--- config.mk ---
export PLATFORM = sky130hd
export DESIGN_NAME = tce_controller
export DESIGN_NICKNAME = d
export VERILOG_FILES = /design/src/design/tce_pkg.sv /design/src/design/tce_controller.sv
export VERILOG_INCLUDE_DIRS = /design/src /design/src/design
export SDC_FILE = /design/constraint.sdc
export NUM_CORES = 1
export LEC_CHECK = 0
export BUFFER_PORTS_ARGS = -buffer_cell sky130_fd_sc_hd__buf_2
export CAP_MARGIN = 25
export CELL_PAD_IN_SITES_DETAIL_PLACEMENT = 0
export CELL_PAD_IN_SITES_GLOBAL_PLACEMENT = 1
export CORE_UTILIZATION = 30
export CTS_CLUSTER_DIAMETER = 40
export DETAILED_ROUTE_END_ITERATION = 16
export GPL_ROUTABILITY_DRIVEN = 1
export PLACE_DENSITY_LB_ADDON = 0.1
export SLEW_MARGIN = 20
export SYNTH_ARGS = -nofsm -noshare
export SYNTH_HDL_FRONTEND = slang
export SYNTH_SLANG_ARGS = --single-unit
export TNS_END_PERCENT = 20
--- constraint.sdc ---
create_clock -name clock -period 1.9 [get_ports clock]
set_input_delay 0.095 -clock clock [delete_from_list [all_inputs] [get_ports clock]]
set_output_delay 0.095 -clock clock [all_outputs]
set_load 0.005 [all_outputs]
--- src/design/text_console_character_engine_defines.svh ---
// ----------------------------------------------------------------------------
// Text console character engine assertion macros
// Shared assertion wrappers; they compile to nothing when SYNTH is defined.
// ----------------------------------------------------------------------------
`ifndef TEXT_CONSOLE_CHARACTER_ENGINE_DEFINES_SVH
`define TEXT_CONSOLE_CHARACTER_ENGINE_DEFINES_SVH

`ifndef SYNTH
// Checks a property on every rising clock edge outside reset.
`define TCE_ASSERT(lbl, clk, rst, prop) \
   lbl: assert property (@(posedge clk) disable iff (rst) (prop)) \
      else $error("text console engine check failed");
// Checks that the consequent holds in the cycle after the antecedent.
`define TCE_ASSERT_NEXT(lbl, clk, rst, ante, cons) \
   lbl: assert property (@(posedge clk) disable iff (rst) (ante) |=> (cons)) \
      else $error("text console engine sequencing check failed");
`else
`define TCE_ASSERT(lbl, clk, rst, prop)
`define TCE_ASSERT_NEXT(lbl, clk, rst, ante, cons)
`endif

`endif

--- src/design/tce_pkg.sv ---
// ----------------------------------------------------------------------------
// Text console engine package
// Shared constants, operation codes and controller/datapath interface types.
// ----------------------------------------------------------------------------
`default_nettype none

package tce_pkg;

   localparam int COLS_DEFAULT     = 80;
   localparam int ROWS_DEFAULT     = 25;
   localparam int TAB_STEP_DEFAULT = 8;

   // Operation codes of the request word.
   localparam logic [1:0] OP_PUT   = 2'd0;
   localparam logic [1:0] OP_CLEAR = 2'd1;
   localparam logic [1:0] OP_READ  = 2'd2;

   // Control characters interpreted by a put.
   localparam logic [7:0] CHAR_BACKSPACE = 8'h08;
   localparam logic [7:0] CHAR_TAB       = 8'h09;
   localparam logic [7:0] CHAR_LINE_FEED = 8'h0A;
   localparam logic [7:0] CHAR_RETURN    = 8'h0D;
   localparam logic [7:0] CHAR_BLANK     = 8'h20;

   localparam logic [7:0]  ATTR_RESET = 8'h0F;
   localparam logic [15:0] CELL_RESET = 16'h0F20;

   typedef enum logic [1:0] {
      SWEEP_HOME       = 2'd0,
      SWEEP_SECOND_ROW = 2'd1,
      SWEEP_LAST_ROW   = 2'd2
   } sweep_start_type;

   typedef enum logic [6:0] {
      ST_INIT  = 7'b0000001,
      ST_IDLE  = 7'b0000010,
      ST_EXEC  = 7'b0000100,
      ST_COPY  = 7'b0001000,
      ST_DRAIN = 7'b0010000,
      ST_FILL  = 7'b0100000,
      ST_DONE  = 7'b1000000
   } state_type;

   typedef struct packed {
      logic            capture;
      logic            execute;
      logic            sweep_load;
      sweep_start_type sweep_start;
      logic            copy_step;
      logic            fill_step;
      logic            fill_init;
      logic            result_load;
   } cmd_type;

   typedef struct packed {
      logic [1:0] op;
      logic       scroll;
      logic       sweep_end;
   } status_type;

endpackage

`default_nettype wire

--- src/design/tce_controller.sv ---
// ----------------------------------------------------------------------------
// Text console engine controller
// Sequences item execution, scroll copy, screen blanking and result hand-off.
// ----------------------------------------------------------------------------
`default_nettype none
`include "text_console_character_engine_defines.svh"

module tce_controller (
   input  wire logic                clock,
   input  wire logic                reset,
   input  wire logic                req_tvalid,
   output logic                     req_tready,
   output logic                     rsp_tvalid,
   input  wire logic                rsp_tready,
   input  wire tce_pkg::status_type status,
   output tce_pkg::cmd_type         cmd
);

   tce_pkg::state_type state_ff, state_in;
   logic               rsp_valid_ff, rsp_valid_in;
   logic               slot_free;

   assign slot_free  = !rsp_valid_ff || rsp_tready;
   assign req_tready = (state_ff == tce_pkg::ST_IDLE);

   always_comb begin
      state_in        = state_ff;
      cmd             = '0;
      cmd.sweep_start = tce_pkg::SWEEP_HOME;
      case (state_ff)
         tce_pkg::ST_INIT: begin
            cmd.fill_step = 1'b1;
            cmd.fill_init = 1'b1;
            if (status.sweep_end) begin
               state_in = tce_pkg::ST_IDLE;
            end
         end
         tce_pkg::ST_IDLE: begin
            if (req_tvalid) begin
               cmd.capture = 1'b1;
               state_in    = tce_pkg::ST_EXEC;
            end
         end
         tce_pkg::ST_EXEC: begin
            cmd.execute = 1'b1;
            if ((status.op == tce_pkg::OP_PUT) && status.scroll) begin
               cmd.sweep_load  = 1'b1;
               cmd.sweep_start = tce_pkg::SWEEP_SECOND_ROW;
               state_in        = tce_pkg::ST_COPY;
            end else if (status.op == tce_pkg::OP_CLEAR) begin
               cmd.sweep_load  = 1'b1;
               cmd.sweep_start = tce_pkg::SWEEP_HOME;
               state_in        = tce_pkg::ST_FILL;
            end else begin
               state_in = tce_pkg::ST_DONE;
            end
         end
         tce_pkg::ST_COPY: begin
            cmd.copy_step = 1'b1;
            if (status.sweep_end) begin
               state_in = tce_pkg::ST_DRAIN;
            end
         end
         tce_pkg::ST_DRAIN: begin
            cmd.sweep_load  = 1'b1;
            cmd.sweep_start = tce_pkg::SWEEP_LAST_ROW;
            state_in        = tce_pkg::ST_FILL;
         end
         tce_pkg::ST_FILL: begin
            cmd.fill_step = 1'b1;
            if (status.sweep_end) begin
               state_in = tce_pkg::ST_DONE;
            end
         end
         tce_pkg::ST_DONE: begin
            if (slot_free) begin
               cmd.result_load = 1'b1;
               state_in        = tce_pkg::ST_IDLE;
            end
         end
         default: begin
            state_in = tce_pkg::ST_INIT;
         end
      endcase
   end

   assign rsp_valid_in = cmd.result_load || (rsp_valid_ff && !rsp_tready);
   assign rsp_tvalid   = rsp_valid_ff;

   always_ff @(posedge clock) begin
      if (reset) begin
         state_ff     <= tce_pkg::ST_INIT;
         rsp_valid_ff <= 1'b0;
      end else begin
         state_ff     <= state_in;
         rsp_valid_ff <= rsp_valid_in;
      end
   end

   `TCE_ASSERT_NEXT(a_accept_executes, clock, reset, req_tvalid && req_tready, state_ff == tce_pkg::ST_EXEC)
   `TCE_ASSERT_NEXT(a_scroll_copies, clock, reset, (state_ff == tce_pkg::ST_EXEC) && (status.op == tce_pkg::OP_PUT) && status.scroll, state_ff == tce_pkg::ST_COPY)
   `TCE_ASSERT_NEXT(a_drain_fills, clock, reset, state_ff == tce_pkg::ST_DRAIN, state_ff == tce_pkg::ST_FILL)
   `TCE_ASSERT(a_step_exclusive, clock, reset, !(cmd.copy_step && cmd.fill_step))

endmodule

`default_nettype wire

Yosys cells after proc, flatten, opt, wreduce, memory -nomap -nowiden --
Index checks and enable logic that the tools add are counted.
Word-level totals: register bits after elaboration 8, bits of input ports 8, output and inout bits 11, word-level logic and storage cells 43
Operators by class: eq/ne operators 13, mux-type cells 19, reduce and logical (&&, ||, !) cells 9
Operators by type and width (number):
- $mux W7 | 7
- $pmux W7 S7 | 1
- $ne A2 B2 Y1 const B | 5
- $mux W1 | 8
- $eq A7 B1 Y1 const B | 1
- $eq A7 B2 Y1 const B | 1
- $eq A7 B3 Y1 const B | 1
- $eq A7 B4 Y1 const B | 1
- $eq A7 B5 Y1 const B | 1
- $eq A7 B6 Y1 const B | 1
- $eq A7 B7 Y1 const B | 1
- $mux W3 | 2
- $pmux W3 S2 | 1
- $reduce_and A5 Y1 | 1
- $eq A2 B1 Y1 const B | 1
- $logic_and A1 B1 Y1 | 2
- $logic_not A1 Y1 | 2
- $logic_not A2 Y1 | 1
- $logic_or A1 B1 Y1 | 2
- $reduce_or A2 Y1 | 1

Depth between registers and ports, before layout --
Gate-level depths: netlist (run 1).
depth after elaboration 5, gate-level depth with buffers 5, gate-level depth less buffers 4

Least setup slack after synthesis (run 1) --
No wires, ideal clock.
path type reg-to-reg, start register state_ff[3], end register state_ff[5], setup time 0.074 ns, arrival 1.345 ns, data required time 1.826 ns, setup slack 0.481 ns, stages on the path, launching flop included 6, period minus slack after synthesis 1.419 ns, cells stage by stage dfxtp_1 -> buf_6 -> nor4_4 -> nand3_2 -> or3b_1 -> a31oi_1
Between the ends: cells in the longest elaborated chain, start to end 3
RTL lines:
- start, declared | line tce_controller.sv:19 | tce_pkg::state_type state_ff, state_in;
- start signal, assigned | line tce_controller.sv:92 | state_ff <= tce_pkg::ST_INIT;
- start signal, assigned | line tce_controller.sv:95 | state_ff <= state_in;
- $eq A7 B7 Y1, or another cell as far along | line tce_controller.sv:30 | case (state_ff)
- $ne A2 B2 Y1 (no line)
- $reduce_and A5 Y1 (no line)
Several ways; a longest one is shown, not always the timed one. A chain may end at the register's enable or synchronous reset.

==> impl_metrics.tcl, run 1 <==
set metrics [dict create \
    slew_headroom 0.7110 \
    p_leak_nw 0.3451 \
    detail-route-antenna-nets 0 \
    worstSetupStartpointType "register" \
    wl_per_cell_um 12.71 \
    holdBufCountCts 0 \
    synth_commonest_cells "dfxtp_1 (8), nor2_1 (8), inv_1 (6)" \
    power_density_nw_per_um2 985.8 \
    syn-cell-area_um2 673.1 \
    nFillCells 221 \
    synthCells 85 \
    p_total_mw 0.7894 \
    place_ws_ns 0.2408 \
    ys.flop_type "dfxtp_1" \
    async_reset_ff_frac 0 \
    core_um2 2042 \
    fmax_mhz 562.8 \
    crit_type "register to output pin" \
    insertion_delay_ns 0.26 \
    drc 0 \
    synth_top_area_cell "dfxtp_1" \
    synth-edff-count 0 \
    htreeDepth 1 \
    ir_drop_mv 0.3988 \
    vias_per_cell 5.271 \
    synth_cell_type_count 35 \
    grt_usage 0.1492 \
    cts-root-buf "clkbuf_4" \
    final_layout_size_suffix_gt1_frac 0.3137 \
    finish.utilization 0.3922 \
    grt_pass1_wl_um 2815 \
    clockBufferDepth 2 \
    yosys-top-cells-area "dfxtp_1 (24%), nor2_1 (4.5%), nor3b_1 (4.5%)" \
    crit_start "state_ff[1]$_SDFFE_PP0P_" \
    hpwl_um 1257 \
    drt-pass1-iter-count 4 \
    wl_um 1640 \
    area_growth_pct 18.96 \
    worstMarginPinSlew_ns 0.4330 \
    yosysTopAreaCellShare 0.2379 \
    rows 16 \
    hold_viol_final 0 \
    grt_max_degree 14 \
    vias 680 \
    fin_tns_setup_ns 0 \
    rsz0062_at_grt "no" \
    path_clk_slew_ns 0.06 \
    setup_viol 0 \
    antenna_found_initial 0 \
    end_kind "output pin" \
    r2r_start "state_ff[1]$_SDFFE_PP0P_" \
    holdWs_ns 0.08529 \
    grt-ovfl-total 0 \
    hold_path.class "input port to register" \
    drt_iter0_drc 21 \
    status "complete, no violations" \
    crit_arrival_ns 1.68 \
    cp_max_fo 13 \
    syn_avg_cell_area_um2 7.919 \
    required_ns 1.80 \
    die_y_um 49.37 \
    routabilityCongestion 0.7506 \
    drv_slew 0 \
    grt_pass1_vias 618 \
    post-cts-setup-buffers 0 \
    ys_warn_count 0 \
    n_antenna_cell 0 \
    ys_seq_area_frac 0.2379 \
    cts_buffers 3 \
    cts_tree "done" \
    ioPinCount 19 \
    cap_violations 0 \
    fin_skew_ns 0.009404 \
    dieArea_um2 2437 \
    fin_crit_ns 1.777 \
    ys_ff_latch 8 \
    cts.sinks 8 \
    finalCritPeriodShare 0.9351 \
    nets 112 \
    start_util 0.3297 \
    die_w_um 49.37 \
    worstHoldStart "reset" \
    synth_fp_nets 93 \
    setup_ws_ns 0.1233 \
    port_buffers 18 \
]
layout by cell type (no fill, tap or decap), types with 4 or more instances in the layout:
cell type | netlist | final
nor2b_1 | 4 | 4
a21oi_1 | 4 | 4
dfxtp_1 | 8 | 6
buf_2 | 2 | 18
nor3_1 | 4 | 4
nor2_1 | 8 | 8
nand3_1 | 5 | 5
inv_1 | 6 | 6
nor3b_1 | 4 | 4
per-stage QoR:
step / area (µm²) / std cells
2_1_floorplan: 673.1 / 85
6_report: 800.8 / 129
3_3_place_gp: 775.7 / 126
4_1_cts: 798.3 / 129
5_1_grt: 800.8 / 129
3_5_place_dp: 775.7 / 126
per-layer routing:
| layer | part of all wire | global-route usage | wire length, µm | up-vias |
|---|---|---|---|---|
| li1 | - | - | - | 348 |
| met5 | 0 | 0 | 0 | - |
| met4 | 0.014 | 0.04286 | 23 | 0 |
| met2 | 0.43 | 0.2169 | 705 | 26 |
| met3 | 0.060 | 0.04361 | 99 | 4 |
| met1 | 0.50 | 0.2104 | 813 | 302 |
path summary, 6_finish.rpt:
check,to,depth (start not counted),slack [ns]
worst max-delay path,cmd[4],4,0.12
worst min-delay path,state_ff[5]$_SDFFE_PP0P_,2,0.09
worst max register to register,state_ff[5]$_SDFFE_PP0P_,4,0.36
worst min register to register,state_ff[2]$_SDFFE_PP0P_,1,0.61
final cells by class:
| type | count | area [µm²] | share of cell area |
|---|---|---|---|
| clock buffer | 3 | 22.52 | 0.02812 |
| inverter | 6 | 22.52 | 0.02812 |
| multi-input combinational | 66 | 461.7 | 0.5766 |
| sequential | 8 | 162.7 | 0.2031 |
| tap | 27 | 33.78 | 0.04219 |
| timing repair buffer | 19 | 97.59 | 0.1219 |
timing repair:
| item | 4_1_cts | 5_1_grt |
|---|---|---|
| endpoints found under the setup margin | 0 | 1 |
| resized for setup | 0 | 2 |
| hold endpoints to repair | 0 | 0 |
where the power goes:
group	switching (mW)	internal [mW]
clock	0.0578	0.0723
combinational	0.185	0.202
sequential	0.0783	0.194
cells by family after synthesis:
group | Yosys count | synth area share
DFF | 8 | 0.2379
xor gates and xnor gates | 3 | 0.03904
and+or+nand+nor | 44 | 0.4461
buffers and inverters | 11 | 0.07621
AOI/OAI and AO/OA | 19 | 0.2008
critical path: stages (launching register included):
cell and delay, ns:
dfxtp_2 0.40, nor4_4 0.34, nand3_2 0.17, nor4b_2 0.35
buf_2 0.17
flip-flops by register name, summed over array words and instances, names as in the netlist:
| register | cells |
|---|---|
| state_ff | 7 |
| rsp_tvalid | 1 |
No activity file was read; power rests on OpenSTA's default activity.
==> run 2: changes to the inputs <==
MAX_ROUTING_LAYER = met4   (was unset)
clock period = 2.1 ns   (was 1.9 ns; I/O delays follow)
==> impl_metrics.tcl, run 2 (synthesis results as in run 1) <==
set metrics [dict create \
    cap_violations 0 \
    wl_um 1611 \
    holdWs_ns 0.08101 \
    p_leak_nw 0.3388 \
    worstMarginPinSlew_ns 0.4985 \
    nets 111 \
    vias_per_cell 5.305 \
    sw_frac_of_total 0.4072 \
    holdBufCountCts 0 \
    hold_viol_final 0 \
    largest-register "state_ff" \
    crit_cells 4 \
    crit_start "state_ff[1]$_SDFFE_PP0P_" \
    clockPowerShare 0.169 \
    grt_max_degree 15 \
    dieArea_um2 2437 \
    ir_drop_mv 0.3623 \
    detail-route-antenna-nets 0 \
    start_util 0.3297 \
    die_w_um 49.37 \
    routabilityCongestion 0.7637 \
    p_total_mw 0.7106 \
    critPathBufInv 1 \
    final_layout_size_suffix_gt1_frac 0.2871 \
    cts.sinks 8 \
    setup_viol 0 \
    htreeDepth 1 \
    worst_r2r_path_depth 4 \
    grt_usage 0.1567 \
    use_met2 0.2306 \
    power_frac_seq 0.343 \
    power_density_nw_per_um2 898.6 \
    internal_power_mw 0.4212 \
    power.switching_mw 0.2894 \
    drt-pass1-iter-count 4 \
    grt-ovfl-total 0 \
    drt_iter0_drc 26 \
    path_cells "nor4_4, nand3_2, nor4b_2, buf_2" \
    multiInputGateArea_um2 461.7 \
    r2r_start "state_ff[1]$_SDFFE_PP0P_" \
    fin_skew_ns 0.002043 \
    die_y_um 49.37 \
    endpoint "cmd[4]" \
    worstHoldStart "reset" \
    insertion_delay_ns 0.26 \
    hpwl_um 1259 \
    cts-root-buf "clkbuf_4" \
    hold_path_depth 2 \
    layout_commonest_cell "buf_2" \
    hold_path.class "input port to register" \
    drc 0 \
    rsz0062_at_grt "no" \
    critical_path.slowest_cell "dfxtp_1" \
    nFillCells 236 \
    rows 16 \
    cpPeakStageDelay_ns 0.45 \
    cts_tree "done" \
    pwr-share-comb 0.488 \
    n_antenna_cell 0 \
    crit_arrival_ns 1.78 \
    end_kind "output pin" \
    antenna_found_initial 0 \
    drv_slew 0 \
    fin_crit_ns 1.886 \
    vias 679 \
    slew_headroom 0.6672 \
    worstSetupStartpointType "register" \
    status "complete, no violations" \
    required_ns 2.00 \
    regArea_um2 160.2 \
    fmax_mhz 530.1 \
    core_um2 2042 \
    fin_area_um2 790.8 \
    gr-usage-met1 0.1974 \
    crit_type "register to output pin" \
    r2r-end "state_ff[2]$_SDFFE_PP0P_" \
    clockBufferDepth 2 \
    rrSetupSlack_ns 0.42 \
    finish.utilization 0.3873 \
    fin_tns_setup_ns 0 \
    cp_max_fo 13 \
    cts_buffers 3 \
    grt_pass1_wl_um 2856 \
    wl_per_cell_um 12.59 \
    path_clk_slew_ns 0.05 \
    grt-busiest-layer "met2" \
    met3_usage 0.04050 \
    area_growth_pct 17.47 \
    post-cts-setup-buffers 0 \
    path_delay_family "simple AND/OR/NAND/NOR gates" \
    ctsResizeCount 0 \
    port_buffers 18 \
    finalCritPeriodShare 0.8982 \
    largest_register_ffs 7 \
    grt_pass1_vias 645 \
    ioPinCount 19 \
    final_cell_mix "buf_2 (18), nor2_1 (8), dfxtp_1 (8), inv_1 (6), nand3_1 (5)" \
    place_area_um2 768.2 \
]
[run 2: cell types whose count changed in the layout (fill, tap and decap cells not counted)]
cell and delta:
buf_4 -1, dfxtp_1 +2, dfxtp_2 -2
[run 2: power groups by stage]
stage | sequential (mW) | clock (mW) | combinational, mW
2_1_floorplan | 0.194 | 0 | 0.312
3_3_place_gp | 0.248 | 0 | 0.353
3_5_place_dp | 0.247 | 0 | 0.349
4_1_cts | 0.243 | 0.122 | 0.351
5_1_grt | 0.253 | 0.137 | 0.387
6_report | 0.244 | 0.120 | 0.347
[run 2: cell type report]
| class | count | area share |
|---|---|---|
| Inverter | 6 | 0.02848 |
| Sequential cell | 8 | 0.2025 |
| Timing Repair Buffer | 18 | 0.1139 |
| Tap cell | 27 | 0.04272 |
| Clock buffer | 3 | 0.02848 |
| Multi-Input combinational cell | 66 | 0.5839 |
[run 2: how the worst min path moves through the flow]
stage,endpoint,slack [ns]
floorplan,rsp_tvalid$_SDFF_PP0_,0.17
global placement,state_ff[5]$_SDFFE_PP0P_,0.35
detailed placement,state_ff[5]$_SDFFE_PP0P_,0.35
CTS,state_ff[5]$_SDFFE_PP0P_,0.08
global route,state_ff[5]$_SDFFE_PP0P_,0.09
finish,state_ff[5]$_SDFFE_PP0P_,0.08
[run 2: per-layer routing]
layer	wire length, µm	share of wire
met5	0	0
met4	42	0.026
met3	82	0.051
met2	687	0.43
met1	797	0.49
[run 2: per-stage QoR]
stage / setup slack [ns] / instances
3_3_place_gp: 0.4960 / 125
3_5_place_dp: 0.4329 / 125
6_report: 0.2137 / 128
5_1_grt: 0.07179 / 128
2_1_floorplan: 0.6813 / 85
4_1_cts: 0.2018 / 128
==> run 3: changes to the inputs <==
CELL_PAD_IN_SITES_DETAIL_PLACEMENT = unset   (was 0)
CELL_PAD_IN_SITES_GLOBAL_PLACEMENT = unset   (was 1)
PLACE_DENSITY = 0.52   (was unset)
PLACE_DENSITY_LB_ADDON = unset   (was 0.1)
==> impl_metrics.tcl, run 3 (synthesis results as in run 1) <==
set metrics [dict create \
    critPathBufInv 1 \
    crit_type "register to output pin" \
    die_w_um 49.37 \
    die_y_um 49.37 \
    holdBufCountCts 0 \
    hold_viol_final 0 \
    cts_tree "done" \
    finalCritPeriodShare 0.8682 \
    largest-register "state_ff" \
    grt_pass1_vias 649 \
    cts.sinks 8 \
    p_total_mw 0.7060 \
    fin_cells 128 \
    rows 16 \
    start_util 0.3297 \
    rsz0062_at_grt "no" \
    drc 0 \
    required_ns 2.00 \
    grt-ovfl-total 0 \
    wl_met1_um 819 \
    dr_wl_met3_um 66 \
    fmax_mhz 548.5 \
    setup_viol 0 \
    vias_per_cell 5.289 \
    hold_path.class "input port to register" \
    core_um2 2042 \
    topRoutingLayerUsed "met4" \
    finish.utilization 0.3873 \
    detail-route-antenna-nets 0 \
    path_delay_family "simple AND/OR/NAND/NOR gates" \
    critical_path.slowest_cell "dfxtp_1" \
    setup_ws_ns 0.2769 \
    largest_register_ffs 7 \
    crit_arrival_ns 1.72 \
    ctsResizeCount 0 \
    insertion_delay_ns 0.25 \
    clockBufferDepth 2 \
    grt_max_degree 15 \
    routabilityCongestion 0.7936 \
    cpPeakStageDelay_ns 0.45 \
    path_clk_slew_ns 0.05 \
    place_ws_ns 0.4412 \
    dieArea_um2 2437 \
    fin_crit_ns 1.823 \
    nFillCells 230 \
    worstSetupStartpointType "register" \
    worstMarginPinSlew_ns 0.4989 \
    cts-root-buf "clkbuf_4" \
    antenna_found_initial 0 \
    layout_commonest_cell "buf_2" \
    slew_headroom 0.6669 \
    cts_buffers 3 \
    path_cells "nor4_4, nand3_2, nor4b_2, buf_2" \
    cp_max_fo 13 \
    vias 677 \
    grt_usage 0.1608 \
    hpwl_um 1291 \
    n_antenna_cell 0 \
    wl_per_cell_um 12.99 \
    dpl.cell_count 125 \
    wl_um 1663 \
    nets 111 \
    drt-pass1-iter-count 6 \
    end_kind "output pin" \
    port_buffers 18 \
    cap_violations 0 \
    status "complete, no violations" \
    post-cts-setup-buffers 0 \
    ir_drop_mv 0.5836 \
    drv_slew 0 \
    htreeDepth 1 \
    fin_skew_ns 0.005096 \
    fin_tns_setup_ns 0 \
    power_density_nw_per_um2 892.8 \
    p_leak_nw 0.3388 \
    drt_iter0_drc 24 \
    met2WireLength_um 768 \
    final_cell_mix "buf_2 (18), nor2_1 (8), dfxtp_1 (8), inv_1 (6), nand3_1 (5)" \
    grt_pass1_wl_um 2960 \
    ioPinCount 19 \
    final_layout_size_suffix_gt1_frac 0.2871 \
    area_growth_pct 17.47 \
]
-- run 3: layer usage --
layer,vias to the layer above,track usage
li1,345,-
met5,-,-
met3,2,0.04050
met4,0,0.03810
met1,316,0.2127
met2,14,0.2443
-- run 3: worst register-to-register path, cell delays in order, from the launching register on --
cell and delay (ns):
dfxtp_1 0.62, nor3b_1 0.13, o311ai_2 0.38, o221ai_1 0.20, nor4b_1 0.25
-- run 3: per-stage QoR --
step           hold WS, ns  area (µm²)
2_1_floorplan       0.1741       673.1
3_3_place_gp        0.3466       768.2
3_5_place_dp        0.3469       768.2
4_1_cts            0.07635       790.8
5_1_grt            0.08336       790.8
6_report           0.08136       790.8
-- run 3: where the power goes --
group / internal, mW / switching (mW) / total (mW)
registers: 0.173 / 0.0713 / 0.245
clock network: 0.0652 / 0.0488 / 0.114
logic: 0.183 / 0.165 / 0.347
-- run 3: final timing paths --
| path | start | end | slack (ns) | depth (start not counted) |
|---|---|---|---|---|
| hold reg to reg | rsp_tvalid$_SDFF_PP0_ | rsp_tvalid$_SDFF_PP0_ | 0.66 | 3 |
| hold / removal | reset | state_ff[5]$_SDFFE_PP0P_ | 0.08 | 2 |
| setup reg to reg | state_ff[1]$_SDFFE_PP0P_ | state_ff[2]$_SDFFE_PP0P_ | 0.43 | 4 |
| setup / recovery | state_ff[1]$_SDFFE_PP0P_ | cmd[4] | 0.28 | 4 |
-- run 3: final cells by class --
class / instances / area (µm²) / area share
multi-input cells: 66 / 461.7 / 0.5839
flip-flops and latches: 8 / 160.2 / 0.2025
repair buffers: 18 / 90.09 / 0.1139
well taps: 27 / 33.78 / 0.04272
clock buffers: 3 / 22.52 / 0.02848
inverters: 6 / 22.52 / 0.02848
